**config.mk**
```make
export PLATFORM = sky130hd
export DESIGN_NAME = hcpg_front_flat
export DESIGN_NICKNAME = d
export VERILOG_FILES = /design/src/hw/rtl/hcpg_pkg.sv /design/src/hw/rtl/hcpg_in_if.sv /design/src/hw/rtl/hcpg_front.sv /design/src/flat_wrapper.sv
export SDC_FILE = /design/constraint.sdc
export NUM_CORES = 1
export LEC_CHECK = 0
export BUFFER_PORTS_ARGS = -buffer_cell sky130_fd_sc_hd__buf_4
export CAP_MARGIN = 20
export CORE_MARGIN = 3
export CORE_UTILIZATION = 40
export CTS_BUF_LIST = sky130_fd_sc_hd__clkbuf_4 sky130_fd_sc_hd__clkbuf_8
export DETAILED_ROUTE_END_ITERATION = 16
export PLACE_DENSITY = 0.73
export SYNTH_ARGS = -nofsm -noshare
export SYNTH_HDL_FRONTEND = slang
export SYNTH_SLANG_ARGS = --single-unit
```
**constraint.sdc**
```tcl
create_clock -name clk_i -period 2.98 [get_ports clk_i]
set_clock_uncertainty 0.2 [all_clocks]
set_input_delay 0.298 -clock clk_i [delete_from_list [all_inputs] [get_ports clk_i]]
set_output_delay 0.298 -clock clk_i [all_outputs]
set_load 0.01 [all_outputs]
```
**src/hw/rtl/hcpg_pkg.sv**
```systemverilog
package hcpg_pkg;

  // Curve resolution default and widths
  localparam int unsigned StepsDef = 1000;
  localparam int unsigned KW       = 10;   // step index width
  localparam int unsigned CoordW   = 16;   // coordinate width

  // Configuration register file
  localparam int unsigned NumCfg  = 8;
  localparam int unsigned CfgIdxW = 4;
  localparam int unsigned CfgSelW = $clog2(NumCfg);

  localparam logic [CfgSelW-1:0] CfgStartX       = 3'd0;
  localparam logic [CfgSelW-1:0] CfgStartY       = 3'd1;
  localparam logic [CfgSelW-1:0] CfgStartHandleX = 3'd2;
  localparam logic [CfgSelW-1:0] CfgStartHandleY = 3'd3;
  localparam logic [CfgSelW-1:0] CfgEndHandleX   = 3'd4;
  localparam logic [CfgSelW-1:0] CfgEndHandleY   = 3'd5;
  localparam logic [CfgSelW-1:0] CfgEndX         = 3'd6;
  localparam logic [CfgSelW-1:0] CfgEndY         = 3'd7;

  // Datapath widths, sized for the largest step count (1023)
  localparam int unsigned CoefW = 20;  // polynomial coefficients
  localparam int unsigned AccW  = 54;  // scaled numerator, also divider remainder
  localparam int unsigned SpW   = 31;  // powers of the step count
  localparam int unsigned QW    = 15;  // unsaturated quotient magnitude bits

  localparam logic signed [CoordW-1:0] CoordMax = 16'sh7FFF;
  localparam logic signed [CoordW-1:0] CoordMin = 16'sh8000;

  // Queue between front and back
  localparam int unsigned QDepth = 2;

  typedef struct packed {
    logic [KW-1:0] k;
    logic          last;
  } q_entry_t;

  typedef struct packed {
    logic idle;
    logic done;
  } lane_stat_t;

endpackage

```
**src/hw/rtl/hcpg_in_if.sv**
```systemverilog
interface hcpg_in_if;
  logic valid;
  logic ready;
  logic restart;

  modport source (output valid, output restart, input ready);
  modport sink   (input valid, input restart, output ready);
endinterface

```
**src/hw/rtl/hcpg_front.sv**
```systemverilog
module hcpg_front import hcpg_pkg::*; #(
  parameter int unsigned Steps = StepsDef
) (
  input  logic     clk_i,
  input  logic     rst_ni,
  hcpg_in_if.sink  in_ch,
  input  logic     q_full_i,
  output logic     q_push_o,
  output q_entry_t q_entry_o
);

  localparam logic [KW-1:0] LastK = KW'(Steps);

  logic [KW-1:0] step_index_q, step_index_d;
  logic [KW-1:0] k_raw, k_sel;
  logic          last;

  // Pick the step of this tick; restart forces the first point
  always_comb begin
    k_raw = in_ch.restart ? '0 : step_index_q;
    k_sel = (k_raw > LastK) ? LastK : k_raw;
  end

  assign last        = (k_sel == LastK);
  assign in_ch.ready = !q_full_i;
  assign q_push_o    = in_ch.valid && !q_full_i;
  assign q_entry_o   = '{k: k_sel, last: last};

  // Advance the step counter on every transfer, wrap after the end point
  always_comb begin
    step_index_d = step_index_q;
    if (q_push_o) begin
      step_index_d = last ? '0 : k_sel + 1'b1;
    end
  end

  always_ff @(posedge clk_i or negedge rst_ni) begin
    if (!rst_ni) begin
      step_index_q <= '0;
    end else begin
      step_index_q <= step_index_d;
    end
  end

endmodule

```
**src/flat_wrapper.sv**
```systemverilog
// flat-port wrapper written by rule: the top's interface ports become plain ports
module hcpg_front_flat import hcpg_pkg::*;
#(
  parameter int unsigned Steps = StepsDef
)
  (clk_i, rst_ni, q_full_i, q_push_o, q_entry_o, in_ch_valid, in_ch_restart, in_ch_ready);
  hcpg_in_if in_ch_i ();
  input  logic clk_i;
  input  logic rst_ni;
  input  logic q_full_i;
  output logic q_push_o;
  output q_entry_t q_entry_o;
  input wire logic [$bits(in_ch_i.valid)-1:0] in_ch_valid;
  input wire logic [$bits(in_ch_i.restart)-1:0] in_ch_restart;
  output wire logic [$bits(in_ch_i.ready)-1:0] in_ch_ready;
  assign in_ch_i.valid = in_ch_valid;
  assign in_ch_i.restart = in_ch_restart;
  assign in_ch_ready = in_ch_i.ready;
  hcpg_front #(.Steps(Steps)) u_core (.clk_i(clk_i), .rst_ni(rst_ni), .in_ch(in_ch_i), .q_full_i(q_full_i), .q_push_o(q_push_o), .q_entry_o(q_entry_o));
endmodule
```
==> key figures, run 1 <==
Run status
  – Result of the run: finished, final reports clean

Clock tree
  – Buffer count from post-CTS setup fixing: 0
  – H-tree level count: 1
  – CTS tree: done
  – Buffers from clock root to sink, at most: 2
  – Source-to-sink clock delay at the later pin of the worst-skew pair: 280 ps
  – Total clock buffers created by CTS: 3
  – Clk sinks: 10
  – CTS clk-pin slew, worst paths: 70 ps
  – Root buffer selected by CTS: clkbuf_4

Timing
  – Achievable frequency: 0.401 GHz
  – Final hold violation count: 0
  – RSZ-0062 raised after global routing: no
  – Max-slew headroom at the worst pin: 71.9%
  – Final critical delay including setup and external delays: between 2000 and 2500 ps
  – Worst Tran Pin Value: 415 ps
  – Setup TNS: 0 ps
  – Final Slew Violations: 0
  – Final setup violating endpoints: 0
  – Fin worst setup slack: 487 ps
  – Final cycle utilization of the critical path: 83.6%

Route
  – DRC: 0
  – Final wirelength: 1750 um
  – First-pass detailed-route iteration total: 4
  – Count of nets left with antenna violations after detail routing: 0
  – Number of DRC markers after the initial detailed-route iteration: 18
  – Drt wl/cell: 13.9 um
  – DR vias/cell: approximately 5.6
  – Vias post-DR: just over 700

Cells and area
  – Synthesis-to-layout area growth: 25.5%
  – Number of diodes: 0
  – Fill cell total of the finished layout: 137
  – Regs by FF count: u_core.step_index_q: 10 flops
  – Share of layout cells above drive strength 1: 24.5%
  – Net total in the final layout: 110
  – Register with the most flip-flops: u_core.step_index_q
  – Number of flip-flops in the largest register: 10

Critical path
  – Worst setup path class: reg2out
  – Critical-path cell with the highest stage delay: dfrtp_1
  – Cells along the critical path: nand2_1 -> o31a_1 -> nand2_1 -> ha_1 -> o2111ai_4 -> inv_4 -> buf_4
  – Family of cells with the greatest summed delay on the critical path: compound AO/OA/AOI/OAI gates
  – Crit path largest cell delay: 450 ps
  – Worst EP arrival: 1990 ps
  – Total buffers and inverters traversed by the critical path: 2
  – Required time of the critical path: 2480 ps
  – CP max FO: 8
  – Startpoint class of the critical path: flop
  – Cell mode on critical path: nand2_1
  – Critical Path Sink Type: output port

Synthesis
  – Distinct cell type count after synthesis: 38
  – Flip-flop cell with the highest count after synthesis: dfrtp_1
  – Net count of the mapped netlist: 91
  – Post-synth ARST share: 100%
  – Commonest cells in the synthesized netlist: dfrtp_1, nand2_1, nor2_1
  – Sequential fraction of the synthesis area: around a third
  – Area contributors post-synth: dfrtp_1, nand2_1, nor2_1, o2111ai_4, ha_1
  – Cell accounting for the most synthesized area: dfrtp_1
  – Flop and latch count out of synthesis: 10
  – Number of enable-type register cells in the synthesized netlist: 0
  – Most used standard cell by instance count after synthesis: dfrtp_1
  – Synth warnings: 0
  – Post-synthesis instance area: 721 um2
  – Number of instances in the synthesized netlist: 84
  – Area fraction of the dominant cell type after synthesis: 34.7%
  – Syn avg cell area: 8.58 um2

Power
  – Total power density per cell area: 379 nW/um2
  – Leakage dissipation: 0.437 nW
  – Worst ir drop on vdd: 0.000248 V

Die
  – Initial Utilization: 45.2%
  – Top Ports: 18
  – Total core area: 1590 um2
  – Vertical die dimension: 48.4 um
  – Placement row count: 14
  – Die Width: 48.4 um
  – Die area: 2350 um2

Placement
  – Count of input and output buffers: 17
  – Post-placement worst setup slack: 596 ps
  – Placer congestion estimate: 0.848
  – HPWL Detailed: 1270 um

Global route
  – Total global routing overflow: 0
  – Largest net degree at the start of global routing: 15
  – Vias in the first global route: between 600 and 700
  – Number of antenna violations at the first check in global routing: 0
  – First-pass GRT wire length: between 2000 and 3000 um
  – Global router's overall resource usage: between 10% and 20%

Worst hold path
  – Type of the worst min-delay path: in2async

Job
  – Max-cap violation count: 0
[power breakdown]
group | leakage, nW | total, mW | internal [mW] | switching (mW)
Sequential | 0.133 | 0.152 | 0.144 | 0.00768
Combinational | 0.283 | 0.0644 | 0.0286 | 0.0358
Clock | 0.0210 | 0.127 | 0.0744 | 0.0523
Total | 0.437 | 0.343 | 0.247 | 0.0958
[repair_timing]
action	4_1_cts	5_1_grt
hold buffers	1	0
resized for setup	0	0
hold endpoints to repair	10	0
[cell type report]
class	instances	area [um2]	area share, %
clock buffers	4	36.3	4.01
inverters	9	36.3	4.01
multi-input cells	61	414	45.8
well taps	24	30.0	3.32
flip-flops and latches	10	250	27.7
repair buffers	18	138	15.2
[logic make-up (layout without fill, tap and decap cells)]
family	Yosys count	count (layout)	share of synthesized area, %
AOI/OAI and AO/OA	24	24	26.6
buffers and inverters	13	31	7.81
and+or+nand+nor	35	35	27.4
adders and majority gates	2	2	3.47
DFF	10	10	34.7
[cells in the final DEF (no fill, tap or decap), drive strengths merged, types with 3 or more instances in the layout]
cell	count
nor2b	4
buf	17
nand4	3
a31oi	3
o2111ai	3
dfrtp	10
clkbuf	4
or3	3
o21ai	3
inv	8
nand2	8
nor2	7
nand3	3
[through the flow]
| stage | power (mW) | hold slack [ps] | util (%) | instance area [um2] | instances |
|---|---|---|---|---|---|
| global route | 0.365 | 176 | 56.8 | 905 | 126 |
| global placement | 0.216 | -63.4 | 53.8 | 858 | 121 |
| finish | 0.343 | 182 | 56.8 | 905 | 126 |
| CTS | 0.349 | 177 | 56.8 | 905 | 126 |
| floorplan | 0.191 | -198 | - | 721 | 84 |
| detailed placement | 0.218 | -61.5 | 53.8 | 858 | 121 |
[metal layers]
metal / up-vias / track usage [%] / share of wire (%)
li1: 347 / - / -
met1: 340 / 19.9 / 45
met2: 19 / 25.5 / 47
met3: 5 / 5.21 / 5.6
met4: 0 / 9.00 / 1.9
met5: - / 0 / 0
[final timing paths]
| path | to | cells past startpoint | slack (ps) | startpoint |
|---|---|---|---|---|
| max in group asynchronous | u_core.step_index_q[1] | 2 | 2240 | rst_ni |
| hold reg to reg | u_core.step_index_q[0] | 1 | 340 | u_core.step_index_q[0] |
| hold / removal | u_core.step_index_q[7] | 2 | 180 | rst_ni |
| min in group clk_i | u_core.step_index_q[7] | 3 | 250 | in_ch_restart |
| setup / recovery | q_entry_o[0] | 7 | 490 | u_core.step_index_q[5] |
| setup reg to reg | u_core.step_index_q[4] | 9 | 630 | u_core.step_index_q[5] |
Power figures use the tool's default switching activity.
==> run 2, diff against run 1 <==
Clock period 2.98 ns to 2.3 ns, I/O delays scaled along.
==> run 2 against run 1 <==
Cell area increased by 5.1%. Routed wire length is 11% higher. Combinational power grew 36%. Critical path depth unchanged. Non-clock buffer count rose by 7. Count of clock-buffer cells in the layout fell by 1. Largest cell class unchanged. Clock power about the same. Core utilization increased by 2.9 points.
==> key figures, run 2 (same netlist as run 1, synthesis figures left out) <==
Worst hold path
  – Type of the worst min-delay path: in2reg
  – Number of cells on the worst hold path: 4

Die
  – Initial Utilization: a little under half
  – Die Width: just under 50 um
  – Total core area: 1590 um2
  – Top Ports: 18
  – Die area: 2350 um2
  – Placement row count: 14
  – Vertical die dimension: 48.4 um

Run status
  – Result of the run: finished, final reports clean

Critical path
  – Worst EP arrival: 1790 ps
  – Depth of the most critical reg-to-reg path: 9
  – Worst setup path class: reg2out
  – Required time of the critical path: 1870 ps
  – Critical Path Sink Type: output port
  – CP max FO: 5
  – Startpoint class of the critical path: flop

Route
  – Number of DRC markers after the initial detailed-route iteration: 14
  – Drt wl/cell: between 10 and 15 um
  – Final wirelength: 1950 um
  – Vias post-DR: approximately 720
  – DR vias/cell: 5.47
  – Count of nets left with antenna violations after detail routing: 0
  – First-pass detailed-route iteration total: 4
  – DRC: 0

Cells and area
  – Number of flip-flops in the largest register: 10
  – Utilization after layout: around three fifths
  – Regs by FF count: u_core.step_index_q: 10 flops
  – Synthesis-to-layout area growth: 31.9%
  – Share of layout cells above drive strength 1: 32.4%
  – Number of diodes: 0
  – Most frequent cells in the layout: buf_4, dfrtp_1, nand2_1, nor2_1, inv_1
  – Register with the most flip-flops: u_core.step_index_q
  – Leading cell type in the layout, fill and taps excluded: buf_4
  – Final standard cell area without fillers: 951 um2
  – Net total in the final layout: 117

Placement
  – HPWL Detailed: 1440 um
  – Post-placement worst setup slack: 55.3 ps
  – Placed cell areas: 903 um2
  – Count of input and output buffers: 17
  – Placer congestion estimate: between 0.8 and 0.9

Global route
  – Vias in the first global route: 673
  – First-pass GRT wire length: 3340 um
  – Global router's overall resource usage: 18.3%
  – Total global routing overflow: 0
  – Largest net degree at the start of global routing: 13
  – Number of antenna violations at the first check in global routing: 0

Timing
  – Setup TNS: 0 ps
  – Worst Tran Pin Value: 463 ps
  – Minimum hold slack: 104 ps
  – Final cycle utilization of the critical path: a little over nine tenths
  – Final critical delay including setup and external delays: 2220 ps
  – RSZ-0062 raised after global routing: yes
  – Max-slew headroom at the worst pin: 68.6%
  – Final hold violation count: 0
  – Final Slew Violations: 0
  – Achievable frequency: 0.450 GHz
  – Fin worst setup slack: 77.3 ps
  – Final setup violating endpoints: 0

Clock tree
  – Root buffer selected by CTS: clkbuf_4
  – Source-to-sink clock delay at the later pin of the worst-skew pair: 270 ps
  – H-tree level count: 1
  – Clk sinks: 10
  – Buffers from clock root to sink, at most: 2
  – Total clock buffers created by CTS: 3
  – CTS tree: done
  – CTS clk-pin slew, worst paths: 60 ps

Power
  – Leakage dissipation: ~0.47 nW
  – Worst ir drop on vdd: 0.000305 V
  – Total power density per cell area: approximately 430 nW/um2

Job
  – Max-cap violation count: 0
## run 2: cell types whose count changed in the layout (fill, tap and decap cells not counted), sizes merged
cell and delta:
clkbuf -1, buf +7
## run 2: stage by stage
step	power (mW)	instances
3_3_place_gp	0.283	127
3_5_place_dp	0.285	127
5_1_grt	0.430	132
6_report	0.408	132
2_1_floorplan	0.247	84
4_1_cts	0.412	132
## run 2: path summary, 6_finish.rpt
kind,slack (ps),to,startpoint
worst min-delay path,100,u_core.step_index_q[5],in_ch_restart
min in group asynchronous,130,u_core.step_index_q[7],rst_ni
worst min register to register,350,u_core.step_index_q[1],u_core.step_index_q[1]
worst max register to register,100,u_core.step_index_q[4],u_core.step_index_q[9]
max in group asynchronous,1630,u_core.step_index_q[6],rst_ni
worst max-delay path,80,q_entry_o[0],u_core.step_index_q[9]
## run 2: critical path, cell delays in order (launching register included)
cell and delay, ps:
dfrtp_1 410, nand4b_1 170, o31a_1 300, nand2_2 90
ha_1 200, o2111ai_4 140, inv_4 90, buf_4 110
## run 2: where the power goes
group          internal (mW)  leakage (nW)  total, mW  switching (mW)
combinational         0.0401         0.322     0.0875          0.0474
sequential             0.187         0.133      0.197         0.00974
clock                 0.0606        0.0138      0.124          0.0631
total                  0.288         0.469      0.408           0.120
## run 2: layout make-up
type	instances	area (um2)
Fill cell	146	643
Multi-Input combinational cell	61	422
Sequential cell	10	250
Timing Repair Buffer	25	190
Inverter	9	36.3
Tap cell	24	30.0
Clock buffer	3	22.5
## run 2: metal layers
layer	global-route usage, %	part of all wire, %	up-vias
li1	-	-	364
met1	24.2	48	335
met2	28.9	46	19
met3	5.83	4.3	4
met4	4.27	1.1	0
met5	0	0	-
## run 2: repair_timing
item,CTS,global route
endpoints found under the hold margin,10,0
setup endpoints to repair,1,3
resized for setup,0,4
pin swaps,1,1
buffers inserted,1,0
hold buffers,1,0
==> run 3, diff against run 2 <==
Settings changed: SETUP_SLACK_MARGIN set to 0.2.
==> run 3 against run 2 <==
Total power is 6.7% higher. Sequential share of layout area is 3.4 points lower. Sequential cell count stayed put. Die area stayed put. First-iteration DRC count is 43% higher.
==> key figures, run 3 (same netlist as run 1, synthesis figures left out) <==
Placement
  – Placer congestion estimate: roughly 0.84
  – Count of input and output buffers: 17
  – HPWL Detailed: approximately 1400 um

Clock tree
  – Buffers from clock root to sink, at most: 2
  – Source-to-sink clock delay at the later pin of the worst-skew pair: 270 ps
  – Total clock buffers created by CTS: 3
  – H-tree level count: 1
  – Clk sinks: 10
  – CTS clk-pin slew, worst paths: about 60 ps
  – Root buffer selected by CTS: clkbuf_4
  – CTS tree: done

Critical path
  – CP max FO: 3
  – Worst EP arrival: between 2000 and 2500 ps
  – Crit path largest cell delay: 390 ps
  – Startpoint class of the critical path: flop
  – Required time of the critical path: between 2000 and 2500 ps
  – Cells along the critical path: nand4b_1 -> o31a_1 -> nand2_2 -> inv_2 -> ha_4 -> and4b_2 -> o21a_1 -> o31ai_2 -> a32o_1
  – Critical-path cell with the highest stage delay: dfrtp_1
  – Critical Path Sink Type: flop
  – Worst setup path class: reg2reg

Die
  – Top Ports: 18
  – Die Width: 48.4 um
  – Die area: 2350 um2
  – Vertical die dimension: 48.4 um
  – Initial Utilization: 45.2%
  – Total core area: 1590 um2
  – Placement row count: 14

Cells and area
  – Leading cell type in the layout, fill and taps excluded: buf_4
  – Area used by sequential logic in the layout: 250 um2
  – Number of diodes: 0
  – Fill cell total of the finished layout: 134
  – Regs by FF count: u_core.step_index_q: 10 flops
  – Synthesis-to-layout area growth: 51.2%
  – Net total in the final layout: 130
  – Multi-input gate area: ~460 um2
  – Share of layout cells above drive strength 1: approximately 45%
  – Number of flip-flops in the largest register: 10
  – Most frequent cells in the layout: buf_4, dfrtp_1, nor2_1
  – Register with the most flip-flops: u_core.step_index_q

Route
  – Drt wl/cell: 15.4 um
  – DRC: 0
  – Final wirelength: 2240 um
  – DR vias/cell: 5.66
  – First-pass detailed-route iteration total: 4
  – Count of nets left with antenna violations after detail routing: 0
  – Number of DRC markers after the initial detailed-route iteration: 20
  – Vias post-DR: 821

Power
  – Share of total power in the clock network: 27.6%
  – Total power draw: approximately 0.44 mW
  – P_sw: between 0.1 and 0.15 mW
  – Worst ir drop on vdd: 0.000357 V
  – Net Sw Frac: 29.7%
  – Internal cell power: approximately 0.3 mW
  – Leakage dissipation: between 0.5 and 0.6 nW
  – Power share of the sequential group: 45.7%
  – Total power density per cell area: 399 nW/um2
  – Combinational Power Share: 26.6%

Run status
  – Result of the run: finished, final reports clean

Timing
  – Final critical delay including setup and external delays: 2190 ps
  – Setup TNS: 0 ps
  – Final hold violation count: 0
  – Final cycle utilization of the critical path: 95.2%
  – Final Slew Violations: 0
  – Max-slew headroom at the worst pin: 74.6%
  – Worst Tran Pin Value: about 380 ps
  – RSZ-0062 raised after global routing: yes
  – Final setup violating endpoints: 0
  – Achievable frequency: 0.457 GHz

Global route
  – Global router's overall resource usage: 19.3%
  – Total global routing overflow: 0
  – Number of antenna violations at the first check in global routing: 0
  – First-pass GRT wire length: 3550 um
  – Vias in the first global route: 777
  – Largest net degree at the start of global routing: 13

Job
  – Max-cap violation count: 0

Worst hold path
  – Type of the worst min-delay path: in2reg
run 3: changes by cell type in the layout (fill, tap and decap cells not counted), sizes merged:
cell	previous run	this run
buf	24	37
run 3: path summary, 6_finish.rpt:
path	start	endpoint	slack (ps)	cells after the start
worst min register to register	u_core.step_index_q[1]	u_core.step_index_q[1]	360	1
worst min-delay path	in_ch_restart	u_core.step_index_q[5]	120	4
max in group asynchronous	rst_ni	u_core.step_index_q[6]	1610	2
worst max-delay path	u_core.step_index_q[9]	u_core.step_index_q[4]	110	9
min in group asynchronous	rst_ni	u_core.step_index_q[4]	140	2
worst max register to register	u_core.step_index_q[9]	u_core.step_index_q[4]	110	9
run 3: power groups by stage:
stage / Sequential, mW / Combinational (mW) / Clock, mW
after global placement: 0.199 / 0.0841 / 0
after CTS: 0.197 / 0.0978 / 0.124
after detailed placement: 0.199 / 0.0845 / 0
after floorplan: 0.197 / 0.0504 / 0
final: 0.199 / 0.116 / 0.120
after global routing: 0.200 / 0.128 / 0.134
run 3: what timing repair did:
| item | CTS | global route |
|---|---|---|
| setup endpoints to repair | 7 | 8 |
| resized for setup | 7 | 4 |
| hold endpoints to repair | 10 | 0 |
| hold buffers | 1 | 0 |
| setup buffers | 6 | 8 |
| pin swaps | 10 | 8 |
run 3: layout make-up:
class,instances,share of cell area [%]
multi-input cells,61,42.5
repair buffers,38,26.4
clock buffers,3,2.07
well taps,24,2.76
inverters,9,3.33
flip-flops and latches,10,23.0
run 3: stage by stage:
step                      setup WS, ps  cells  util (%)  instance area [um2]  hold slack [ps]
final                              111    145      68.4                 1090              123
after global routing              27.7    145      68.4                 1090              136
after CTS                          120    137      63.1                 1010              120
after detailed placement          46.2    127      56.8                  906             -131
after global placement             114    127      56.8                  906             -131
after floorplan                    196     84         -                  726             -266
run 3: metal layers:
| metal | up-vias | global-route usage, % | share of wire, % |
|---|---|---|---|
| met1 | 398 | 22.8 | 43 |
| li1 | 386 | - | - |
| met4 | 0 | 5.69 | 0.85 |
| met5 | - | 0 | 0 |
| met2 | 35 | 33.3 | 51 |
| met3 | 2 | 6.44 | 5.5 |
run 3: worst max-delay path: cells and delay by family, from the launching register on:
kind,cells,cell delay [ps]
fa+ha+maj,1,160
buf+inv,1,70
flops,1,390
simple gates,3,500
compound gates,4,820
