$ cat src/hw/rtl/hcpg_pkg.sv
package hcpg_pkg;

  // Curve resolution default and widths
  localparam int unsigned StepsDef = 1000;
  localparam int unsigned KW       = 10;   // step index width
  localparam int unsigned CoordW   = 16;   // coordinate width

  // Configuration register file
  localparam int unsigned NumCfg  = 8;
  localparam int unsigned CfgIdxW = 4;
  localparam int unsigned CfgSelW = $clog2(NumCfg);

  localparam logic [CfgSelW-1:0] CfgStartX       = 3'd0;
  localparam logic [CfgSelW-1:0] CfgStartY       = 3'd1;
  localparam logic [CfgSelW-1:0] CfgStartHandleX = 3'd2;
  localparam logic [CfgSelW-1:0] CfgStartHandleY = 3'd3;
  localparam logic [CfgSelW-1:0] CfgEndHandleX   = 3'd4;
  localparam logic [CfgSelW-1:0] CfgEndHandleY   = 3'd5;
  localparam logic [CfgSelW-1:0] CfgEndX         = 3'd6;
  localparam logic [CfgSelW-1:0] CfgEndY         = 3'd7;

  // Datapath widths, sized for the largest step count (1023)
  localparam int unsigned CoefW = 20;  // polynomial coefficients
  localparam int unsigned AccW  = 54;  // scaled numerator, also divider remainder
  localparam int unsigned SpW   = 31;  // powers of the step count
  localparam int unsigned QW    = 15;  // unsaturated quotient magnitude bits

  localparam logic signed [CoordW-1:0] CoordMax = 16'sh7FFF;
  localparam logic signed [CoordW-1:0] CoordMin = 16'sh8000;

  // Queue between front and back
  localparam int unsigned QDepth = 2;

  typedef struct packed {
    logic [KW-1:0] k;
    logic          last;
  } q_entry_t;

  typedef struct packed {
    logic idle;
    logic done;
  } lane_stat_t;

endpackage

$ cat src/hw/rtl/hcpg_queue.sv
module hcpg_queue import hcpg_pkg::*; (
  input  logic     clk_i,
  input  logic     rst_ni,
  input  logic     push_i,
  input  q_entry_t entry_i,
  input  logic     pop_i,
  output logic     full_o,
  output logic     empty_o,
  output q_entry_t entry_o
);

  localparam int unsigned PtrW = $clog2(QDepth);

  q_entry_t          mem_q [QDepth];
  logic [PtrW-1:0]   wr_ptr_q, wr_ptr_d;
  logic [PtrW-1:0]   rd_ptr_q, rd_ptr_d;
  logic [PtrW:0]     count_q, count_d;

  assign full_o  = (count_q == (PtrW+1)'(QDepth));
  assign empty_o = (count_q == '0);
  assign entry_o = mem_q[rd_ptr_q];

  // Pointer and fill bookkeeping
  always_comb begin
    wr_ptr_d = wr_ptr_q;
    rd_ptr_d = rd_ptr_q;
    count_d  = count_q;
    if (push_i) begin
      wr_ptr_d = wr_ptr_q + 1'b1;
    end
    if (pop_i) begin
      rd_ptr_d = rd_ptr_q + 1'b1;
    end
    if (push_i && !pop_i) begin
      count_d = count_q + 1'b1;
    end else if (pop_i && !push_i) begin
      count_d = count_q - 1'b1;
    end
  end

  always_ff @(posedge clk_i or negedge rst_ni) begin
    if (!rst_ni) begin
      wr_ptr_q <= '0;
      rd_ptr_q <= '0;
      count_q  <= '0;
    end else begin
      wr_ptr_q <= wr_ptr_d;
      rd_ptr_q <= rd_ptr_d;
      count_q  <= count_d;
    end
  end

  // Entry storage
  always_ff @(posedge clk_i) begin
    if (push_i) begin
      mem_q[wr_ptr_q] <= entry_i;
    end
  end

endmodule

$ cat config.mk
export PLATFORM = sky130hd
export DESIGN_NAME = hcpg_queue
export DESIGN_NICKNAME = d
export VERILOG_FILES = /design/src/hw/rtl/hcpg_pkg.sv /design/src/hw/rtl/hcpg_queue.sv
export SDC_FILE = /design/constraint.sdc
export NUM_CORES = 1
export LEC_CHECK = 0
export CAP_MARGIN = 20
export CORE_MARGIN = 5
export CORE_UTILIZATION = 65
export CTS_BUF_LIST = sky130_fd_sc_hd__clkbuf_4 sky130_fd_sc_hd__clkbuf_8
export CTS_CLUSTER_SIZE = 25
export DETAILED_ROUTE_END_ITERATION = 8
export DONT_BUFFER_PORTS = 1
export GPL_ROUTABILITY_DRIVEN = 0
export PLACE_DENSITY = 0.81
export SLEW_MARGIN = 20
export SYNTH_ARGS = -nofsm -noshare
export SYNTH_HDL_FRONTEND = slang
export SYNTH_SLANG_ARGS = --single-unit
$ cat constraint.sdc
create_clock -name clk_i -period 2.2 [get_ports clk_i]
set_clock_uncertainty 0.15 [all_clocks]
set_input_delay 0.44 -clock clk_i [delete_from_list [all_inputs] [get_ports clk_i]]
set_output_delay 0.44 -clock clk_i [all_outputs]
set_load 0.005 [all_outputs]
==> results of run 1 <==
[routing by layer]
layer	share of wire [%]	global-route usage (%)	wire, microns
met1	36	12.73	472
met3	12	5.120	156
met5	0	0	0
met4	0	3.930	0
met2	52	19.49	683
[cells in the mapped netlist (all sizes together)]
library cell,instances
nor2b,2
nor2,2
dfrtp,4
and2,1
ha,1
edfxtp,22
buf,1
xor2,4
inv,1
xnor2,1
mux2,11
[critical path: cells and delay by family, from the launching register on]
family,cells,cell delay [ns]
multiplexers,1,0.32
flip-flops,1,0.52
buffers and inverters,1,0.25
[cell usage in the layout, fill, tap and decap left out]
master,instances
sky130_fd_sc_hd__and2_1,1
sky130_fd_sc_hd__buf_4,3
sky130_fd_sc_hd__clkbuf_4,4
sky130_fd_sc_hd__dfrtp_1,4
sky130_fd_sc_hd__dlygate4sd3_1,1
sky130_fd_sc_hd__edfxtp_1,22
sky130_fd_sc_hd__ha_1,1
sky130_fd_sc_hd__inv_1,1
sky130_fd_sc_hd__mux2_2,2
sky130_fd_sc_hd__mux2_4,9
sky130_fd_sc_hd__nor2_1,2
sky130_fd_sc_hd__nor2b_1,2
sky130_fd_sc_hd__xnor2_1,1
sky130_fd_sc_hd__xor2_1,4
[how the worst max path moves through the flow]
stage	cells after the start	start	slack (ns)	to
floorplan	1	push_i	0.68	mem_q[0][0]
global placement	2	rd_ptr_q	0.58	entry_o[9]
detailed placement	2	rd_ptr_q	0.57	entry_o[1]
finish	2	rd_ptr_q	0.22	entry_o[2]
global route	2	rd_ptr_q	0.14	entry_o[1]
CTS	2	rd_ptr_q	0.22	entry_o[1]
[flip-flops by register name, summed over array words and instances (netlist names)]
name	flops
mem_q	22
count_q	2
rd_ptr_q	1
wr_ptr_q	1
[kinds of logic (layout without fill, tap and decap cells)]
group | Yosys count | count (layout)
AND/OR/NAND/NOR | 5 | 5
multiplexers | 11 | 11
XOR/XNOR | 5 | 5
adder cells (fa/ha/maj) | 1 | 1
buffers and inverters | 2 | 9
flip-flops | 26 | 26
[per-stage QoR]
step           area (sq um)  power [W]  util (%)  setup WS (ns)  hold slack, ns
2_1_floorplan          1016   0.001031         -         0.6798       -0.005591
3_3_place_gp           1047   0.001081     70.34         0.5763       -0.005472
3_5_place_dp           1047   0.001102     70.34         0.5689       -0.005449
4_1_cts                1087   0.001299     73.03         0.2171         0.06745
5_1_grt                1087   0.001358     73.03         0.1430         0.04627
6_report               1087   0.001286     73.03         0.2249         0.06775
[report_power, final]
group	leakage [nW]	internal (W)	switching (W)
sequential	0.253	0.000665	0.0000694
combinational	0.146	0.000197	0.000153
clock	0.0184	0.0000828	0.000118
[area by class of cell]
type	instances	area (sq um)	share of cell area, %
Sequential cell	26	760.7	69.97
Multi-Input combinational cell	22	240.2	22.09
Timing Repair Buffer	4	32.53	2.992
Clock buffer	4	30.03	2.762
Tap cell	16	20.02	1.841
Inverter	1	3.754	0.3452
==> impl_metrics.py, run 1 <==
metrics = {
    "logic_synthesis": {
        "post_synth_and_or_nand_nor_area_fraction_pct": 2.586,
        "synth_seq_area_share_pct": 74.88,
        "yosys-mux-area-fraction_pct": 15.52,
        "synth.net_count": 66,
        "yosys.area.top_type": "sky130_fd_sc_hd__edfxtp_1",
        "postSynthCellCount": 50,
        "synth_compound_area_share_pct": 0,
        "ys_seq_elements": 26,
        "synth.distinct_cells": 12,
        "synth_area_per_cell_sq_um": 20.32,
        "synth_xor_area_share_pct": 4.310,
        "yosysWarningCount": 0,
        "synth_adder_area_share_pct": 1.232,
        "share_of_the_synthesized_area_in_the_top_cell_type_pct": 65.02,
        "synth_area_leaders": "sky130_fd_sc_hd__edfxtp_1, sky130_fd_sc_hd__mux2_4, sky130_fd_sc_hd__dfrtp_1",
        "synth_top_family_by_area": "multiplexers",
        "synth.cell_area_sq_um": 1016,
    },
    "floorplan": {
        "die_area_sq_um": 2454,
        "row_count": 14,
        "design.core.area_sq_um": 1489,
        "floorplan.initialDensity_pct": 68.24,
        "num_io_pins": 28,
        "die_height_microns": 49.54,
        "die_x_microns": 49.54,
    },
    "final_layout": {
        "final_cells": 73,
        "flow.area_growth_from_synthesis_pct": 7.019,
        "fill_cell_total_of_the_finished_layout": 79,
        "antenna_cells": 0,
        "ratio_of_cells_with_drive_above_1_in_the_final_layout_pct": 31.58,
        "nets": 74,
    },
    "worst_hold_path": {
        "hold_path.class": "in2reg",
        "min-delay-start": "push_i",
        "hold_path_depth": 1,
        "timing.hold.worst_endpoint": "wr_ptr_q",
    },
    "run_status": {
        "outcome": "complete, no violations",
    },
    "routing": {
        "firstDrtPassIters": 3,
        "vias_per_cell": 5.589,
        "number_of_violations_reported_at_the_end_of_detailed_routing_iteration_0": 6,
        "drt-wirelength-per-cell_microns": 17.97,
        "drt-total-wl_mm": 1.312,
        "route.antenna.remaining_nets": 0,
        "drc_errors": 0,
        "dr_total_vias": 408,
    },
    "global_routing": {
        "grt.total_usage_pct": 11.52,
        "grt_pass1_vias": 466,
        "grt_antenna_before_repair": 0,
        "grt_ovf": 0,
        "wire_length_of_the_first_global_routing_pass_mm": 2.159,
        "pin_count_of_the_biggest_net_entering_global_routing": 15,
    },
    "placement": {
        "dp_hpwl_mm": 1.049,
        "place.detailed.instances": 68,
        "io_buffers": 0,
    },
    "worst_setup_path": {
        "worst-path-max-fanout": 7,
        "worstPathCellList": "buf_4 -> mux2_4",
        "signal_arrival_time_at_the_worst_endpoint_ns": 1.39,
        "worstReg2RegStart": "wr_ptr_q",
        "critical_path.endpoint_type": "output pin",
        "timing.rr.end": "mem_q[1][9]",
        "critPathMaxStageDelay_ns": 0.52,
        "register_to_register_path_depth": 1,
        "reg2reg_slack_ns": 0.83,
        "cell_with_the_largest_stage_delay_on_the_worst_path": "sky130_fd_sc_hd__dfrtp_1",
        "startpoint_type": "flip-flop",
        "worstSetupPathType": "reg2out",
        "worst-endpoint-required_ns": 1.61,
    },
    "flow_run": {
        "max-cap-violations": 0,
    },
    "clock_tree": {
        "cts_root_buf": "sky130_fd_sc_hd__clkbuf_4",
        "clk_path_buf_depth": 2,
        "worst_setup_hold_path_clk_slew_ns": 0.12,
        "cts.hold.buffers_added": 1,
        "number_of_buffers_added_by_the_clock_tree_synthesis_step": 3,
        "tritoncts": "done",
        "cts.htree.levels": 1,
        "cts_resized": 0,
        "insertion_delay_ns": 0.29,
        "cts_setup_buffers": 0,
        "numClockSinks": 26,
    },
    "sta": {
        "min_period_over_period_pct": 89.78,
        "grt_setup_unrepaired": "false",
        "finalHoldViolations": 0,
        "worst_slew_margin_rel_pct": 65.45,
        "pins_over_their_slew_limit": 0,
        "worst-slew-pin-transition_ns": 0.5182,
        "setup-violations-final": 0,
        "layout_min_cycle_time_ns": 1.975,
        "finalSetupTns_ns": 0,
        "max_frequency_ghz": 0.5063,
    },
    "power_and_ir_drop": {
        "vdd_drop_max_v": 0.0007160,
        "pwr_density_cell_nw_per_um2": 1183,
        "p_leak_nw": 0.4176,
    },
}
No activity file was read; power rests on OpenSTA's default activity.
==> run 2, diff against run 1 <==
==> constraint.sdc (replaced) <==
create_clock -name clk_i -period 2.2 [get_ports clk_i]
set_clock_uncertainty 0.15 [all_clocks]
set_input_delay 0.22 -clock clk_i [delete_from_list [all_inputs] [get_ports clk_i]]
set_output_delay 0.22 -clock clk_i [all_outputs]
set_load 0.005 [all_outputs]
==> run 2 against run 1 <==
  * Critical endpoint is now entry_o[6]
  * Hold slack worse by 0.062 ns
  * Total power up 4.2%
  * Final cell count is 15% higher
==> impl_metrics.py, run 2 (synthesized netlist as in run 1, its figures left out) <==
metrics = {
    "run_status": {
        "outcome": "complete, no violations",
    },
    "final_layout": {
        "nets": 85,
        "largest_register_ffs": 22,
        "flow.area_growth_from_synthesis_pct": 18.97,
        "regMostFlops": "mem_q",
        "final_cells": 84,
        "largest_registers": "mem_q x22, count_q x2",
        "postLayoutCoreUtil_pct": 81.18,
        "most_frequent_standard_cell_in_the_layout_excluding_fill_and_tap_cells": "sky130_fd_sc_hd__edfxtp_1",
        "commonest_cells_after_routing_fill_and_taps_aside": "sky130_fd_sc_hd__edfxtp_1, sky130_fd_sc_hd__dlygate4sd3_1, sky130_fd_sc_hd__mux2_4",
        "antenna_cells": 0,
        "ratio_of_cells_with_drive_above_1_in_the_final_layout_pct": 23.53,
    },
    "clock_tree": {
        "number_of_buffers_added_by_the_clock_tree_synthesis_step": 3,
        "worst_setup_hold_path_clk_slew_ns": 0.13,
        "tritoncts": "done",
        "cts_root_buf": "sky130_fd_sc_hd__clkbuf_4",
        "clk_path_buf_depth": 2,
        "insertion_delay_ns": 0.31,
        "cts_setup_buffers": 0,
        "cts_resized": 0,
        "numClockSinks": 26,
        "cts.htree.levels": 1,
    },
    "flow_run": {
        "max-cap-violations": 0,
    },
    "floorplan": {
        "row_count": 14,
        "floorplan.initialDensity_pct": 68.24,
        "design.core.area_sq_um": 1489,
        "die_x_microns": 49.54,
        "num_io_pins": 28,
        "die_height_microns": 49.54,
        "die_area_sq_um": 2454,
    },
    "worst_setup_path": {
        "worstPathCellList": "mux2_2",
        "timing.rr.end": "mem_q[0][8]",
        "cpLargestDelayFamily": "flip-flops",
        "worstReg2RegStart": "wr_ptr_q",
        "register_to_register_path_depth": 2,
        "worst-path-max-fanout": 12,
        "critPathMaxStageDelay_ns": 0.78,
        "worst-endpoint-required_ns": 1.83,
        "reg2reg_slack_ns": 0.68,
        "critPathBufInv": 0,
        "cell_with_the_largest_stage_delay_on_the_worst_path": "sky130_fd_sc_hd__dfrtp_1",
        "critical_path.endpoint_type": "output pin",
        "signal_arrival_time_at_the_worst_endpoint_ns": 1.53,
        "worstSetupPathType": "reg2out",
        "startpoint_type": "flip-flop",
    },
    "routing": {
        "dr_total_vias": 492,
        "drt-total-wl_mm": 1.733,
        "route.antenna.remaining_nets": 0,
        "drc_errors": 0,
        "number_of_violations_reported_at_the_end_of_detailed_routing_iteration_0": 4,
        "vias_per_cell": 5.857,
        "firstDrtPassIters": 4,
        "drt-wirelength-per-cell_microns": 20.63,
    },
    "sta": {
        "grt_setup_unrepaired": "false",
        "min_period_over_period_pct": 86.35,
        "max_frequency_ghz": 0.5264,
        "final.setup.worst_slack_ns": 0.3003,
        "worst_slew_margin_rel_pct": 56.91,
        "finalSetupTns_ns": 0,
        "worst-slew-pin-transition_ns": 0.6464,
        "finalHoldViolations": 0,
        "setup-violations-final": 0,
        "layout_min_cycle_time_ns": 1.900,
        "finalHoldWorstSlack_ns": 0.005572,
        "pins_over_their_slew_limit": 0,
    },
    "worst_hold_path": {
        "hold_path.class": "in2async",
    },
    "placement": {
        "dpl_worst_slack_ns": 0.6636,
        "io_buffers": 0,
        "dp_hpwl_mm": 1.032,
        "place.detailed.instances": 66,
    },
    "global_routing": {
        "pin_count_of_the_biggest_net_entering_global_routing": 15,
        "wire_length_of_the_first_global_routing_pass_mm": 2.877,
        "grt_ovf": 0,
        "grt_pass1_vias": 556,
        "grt.total_usage_pct": 15.80,
        "grt_antenna_before_repair": 0,
    },
    "power_and_ir_drop": {
        "vdd_drop_max_v": 0.0008865,
        "pwr_density_cell_nw_per_um2": 1109,
        "p_leak_nw": 0.4645,
    },
}
==> run 2: power by group <==
group	leakage (nW)	internal [W]	switching, W
Combinational	0.190	0.000198	0.000132
Sequential	0.253	0.000665	0.000110
Clock	0.0210	0.000101	0.000135
Total	0.465	0.000964	0.000377
==> run 2: area by class of cell <==
| type | instances | area (sq um) |
|---|---|---|
| flip-flops and latches | 26 | 760.7 |
| fillers | 66 | 280.3 |
| multi-input cells | 22 | 240.2 |
| repair buffers | 15 | 147.6 |
| clock buffers | 4 | 36.28 |
| well taps | 16 | 20.02 |
| inverters | 1 | 3.754 |
==> run 2: how the worst max path moves through the flow <==
stage,from,end,slack (ns),depth (start not counted)
global placement,rd_ptr_q,entry_o[0],0.69,1
finish,rd_ptr_q,entry_o[6],0.30,1
global route,rd_ptr_q,entry_o[6],0.23,1
floorplan,wr_ptr_q,mem_q[0][0],0.75,1
detailed placement,rd_ptr_q,entry_o[0],0.66,1
CTS,rd_ptr_q,entry_o[6],0.31,1
==> run 2: stage by stage <==
stage,area [sq um],total power (W)
3_3_place_gp,1032,0.001062
2_1_floorplan,1016,0.001031
4_1_cts,1209,0.001326
6_report,1209,0.001340
3_5_place_dp,1032,0.001086
5_1_grt,1209,0.001410
==> run 2: what timing repair did <==
item                                    CTS  global route
endpoints found under the hold margin    28             0
endpoints found under the setup margin    0             0
hold buffers                             14             0
==> run 2: routing by layer <==
metal | wire (microns) | GRT usage [%] | share of wire [%] | vias up
li1 | - | - | - | 218
met1 | 668 | 18.44 | 39 | 247
met2 | 910 | 26.06 | 53 | 23
met3 | 120 | 3.916 | 6.9 | 4
met4 | 34 | 9.170 | 2.0 | 0
met5 | 0 | 0 | 0 | -
==> run 3, diff against run 2 <==
CELL_PAD_IN_SITES_DETAIL_PLACEMENT = 0   (was unset)
CELL_PAD_IN_SITES_GLOBAL_PLACEMENT = 1   (was unset)
CORE_ASPECT_RATIO = 1.25   (was unset)
CORE_UTILIZATION = 57   (was 65)
PLACE_DENSITY = unset   (was 0.81)
PLACE_DENSITY_LB_ADDON = 0.1   (was unset)
==> run 3 against run 2 <==
  * Core utilization fell by 11 points
  * Sequential power fell by 5.8%
  * Routed wire length fell by 13%
  * Largest power group unchanged
  * Die area rose by 11%
  * Worst setup slack improved by 0.20 ns
  * Register-to-register slack improved by 0.04 ns
  * Combinational power rose by 13%
  * Total power fell by 2.7%
  * Critical path type unchanged
  * Sequential share of layout area fell by 0.26 points
  * Clock power fell by 14%
  * Hold slack improved by 0.016 ns
  * Flip-flop and latch count did not move
==> impl_metrics.py, run 3 (synthesized netlist as in run 1, its figures left out) <==
metrics = {
    "run_status": {
        "outcome": "complete, no violations",
    },
    "placement": {
        "place.detailed.instances": 70,
        "dp_hpwl_mm": 1.114,
        "io_buffers": 0,
    },
    "sta": {
        "finalSetupTns_ns": 0,
        "max_frequency_ghz": 0.5868,
        "worst_slew_margin_rel_pct": 66.43,
        "finalHoldWorstSlack_ns": 0.02180,
        "min_period_over_period_pct": 77.46,
        "layout_min_cycle_time_ns": 1.704,
        "setup-violations-final": 0,
        "finalHoldViolations": 0,
        "worst-slew-pin-transition_ns": 0.5035,
        "pins_over_their_slew_limit": 0,
        "grt_setup_unrepaired": "false",
    },
    "final_layout": {
        "flow.area_growth_from_synthesis_pct": 19.46,
        "commonest_cells_after_routing_fill_and_taps_aside": "sky130_fd_sc_hd__edfxtp_1, sky130_fd_sc_hd__dlygate4sd3_1, sky130_fd_sc_hd__mux2_4",
        "largest_register_ffs": 22,
        "most_frequent_standard_cell_in_the_layout_excluding_fill_and_tap_cells": "sky130_fd_sc_hd__edfxtp_1",
        "nets": 86,
        "largest_registers": "mem_q x22, count_q x2",
        "ratio_of_cells_with_drive_above_1_in_the_final_layout_pct": 24.64,
        "regMostFlops": "mem_q",
        "antenna_cells": 0,
        "final_cells": 88,
    },
    "clock_tree": {
        "cts.hold.buffers_added": 14,
        "cts.htree.levels": 1,
        "cts_resized": 0,
        "cts_root_buf": "sky130_fd_sc_hd__clkbuf_4",
        "cts_setup_buffers": 0,
        "clk_path_buf_depth": 2,
        "tritoncts": "done",
        "numClockSinks": 26,
        "number_of_buffers_added_by_the_clock_tree_synthesis_step": 3,
        "worst_setup_hold_path_clk_slew_ns": 0.11,
        "insertion_delay_ns": 0.29,
    },
    "global_routing": {
        "pin_count_of_the_biggest_net_entering_global_routing": 15,
        "grt.total_usage_pct": 12.18,
        "grt_pass1_vias": 533,
        "wire_length_of_the_first_global_routing_pass_mm": 2.297,
        "grt_antenna_before_repair": 0,
        "grt_ovf": 0,
    },
    "floorplan": {
        "die_area_sq_um": 2732,
        "num_io_pins": 28,
        "row_count": 17,
        "die_x_microns": 47.76,
        "floorplan.initialDensity_pct": 58.97,
        "die_height_microns": 57.20,
        "design.core.area_sq_um": 1723,
    },
    "power_and_ir_drop": {
        "vdd_drop_max_v": 0.0008077,
        "pwr_density_cell_nw_per_um2": 1074,
        "p_leak_nw": 0.4667,
    },
    "worst_setup_path": {
        "startpoint_type": "flip-flop",
        "worstReg2RegStart": "wr_ptr_q",
        "timing.rr.end": "mem_q[0][7]",
        "worst-endpoint-required_ns": 1.83,
        "signal_arrival_time_at_the_worst_endpoint_ns": 1.33,
        "critical_path.endpoint_type": "output pin",
        "critPathBufInv": 1,
        "cpLargestDelayFamily": "flip-flops",
        "critPathMaxStageDelay_ns": 0.47,
        "worstPathCellList": "buf_4 -> mux2_4",
        "reg2reg_slack_ns": 0.72,
        "worstSetupPathType": "reg2out",
        "worst-path-max-fanout": 8,
        "register_to_register_path_depth": 2,
        "cell_with_the_largest_stage_delay_on_the_worst_path": "sky130_fd_sc_hd__dfrtp_1",
    },
    "routing": {
        "drc_errors": 0,
        "dr_total_vias": 465,
        "number_of_violations_reported_at_the_end_of_detailed_routing_iteration_0": 11,
        "route.antenna.remaining_nets": 0,
        "vias_per_cell": 5.284,
        "drt-wirelength-per-cell_microns": 17.23,
        "firstDrtPassIters": 3,
        "drt-total-wl_mm": 1.516,
    },
    "worst_hold_path": {
        "min-delay-start": "push_i",
        "timing.hold.worst_endpoint": "count_q[0]",
        "hold_path.class": "in2reg",
        "hold_path_depth": 2,
    },
    "flow_run": {
        "max-cap-violations": 0,
    },
}
run 3: cell types whose count changed in the layout (fill, tap and decap cells not counted):
cell / before / now
sky130_fd_sc_hd__buf_4: 1 / 2
sky130_fd_sc_hd__clkbuf_8: 1 / 0
sky130_fd_sc_hd__clkbuf_4: 3 / 4
run 3: cell type report:
class | count | area (sq um)
tap | 19 | 23.77
clock buffer | 4 | 30.03
sequential | 26 | 760.7
fill | 104 | 509.2
timing repair buffer | 16 | 155.1
inverter | 1 | 3.754
multi-input combinational | 22 | 240.2
run 3: worst max path at each step:
stage / start / end / depth (start not counted)
after CTS: rd_ptr_q / entry_o[4] / 2
final: rd_ptr_q / entry_o[9] / 2
after global placement: wr_ptr_q / mem_q[0][0] / 2
after detailed placement: wr_ptr_q / mem_q[0][6] / 2
after global routing: rd_ptr_q / entry_o[1] / 2
after floorplan: wr_ptr_q / mem_q[0][0] / 1
run 3: power breakdown:
part           total [W]  switching (W)  internal (W)  leakage [nW]
clock           0.000202       0.000119     0.0000829        0.0184
sequential      0.000730      0.0000649      0.000666         0.253
combinational   0.000371       0.000164      0.000207         0.195
total            0.00130       0.000349      0.000955         0.467
run 3: metrics by stage:
| step | util, % | power [W] | setup WS [ns] | area [sq um] |
|---|---|---|---|---|
| after floorplan | - | 0.001031 | 0.7511 | 1016 |
| after global placement | 60.57 | 0.001074 | 0.7754 | 1044 |
| after detailed placement | 60.57 | 0.001094 | 0.7705 | 1044 |
| after CTS | 70.44 | 0.001312 | 0.4757 | 1214 |
| after global routing | 70.44 | 0.001371 | 0.4328 | 1214 |
| final | 70.44 | 0.001304 | 0.4959 | 1214 |
run 3: routing by layer:
metal | global-route usage [%] | wire [microns] | vias to the layer above
li1 | - | - | 221
met1 | 13.49 | 560 | 225
met2 | 21.55 | 851 | 19
met3 | 2.524 | 105 | 0
met4 | 4.615 | 0 | 0
met5 | 0 | 0 | -
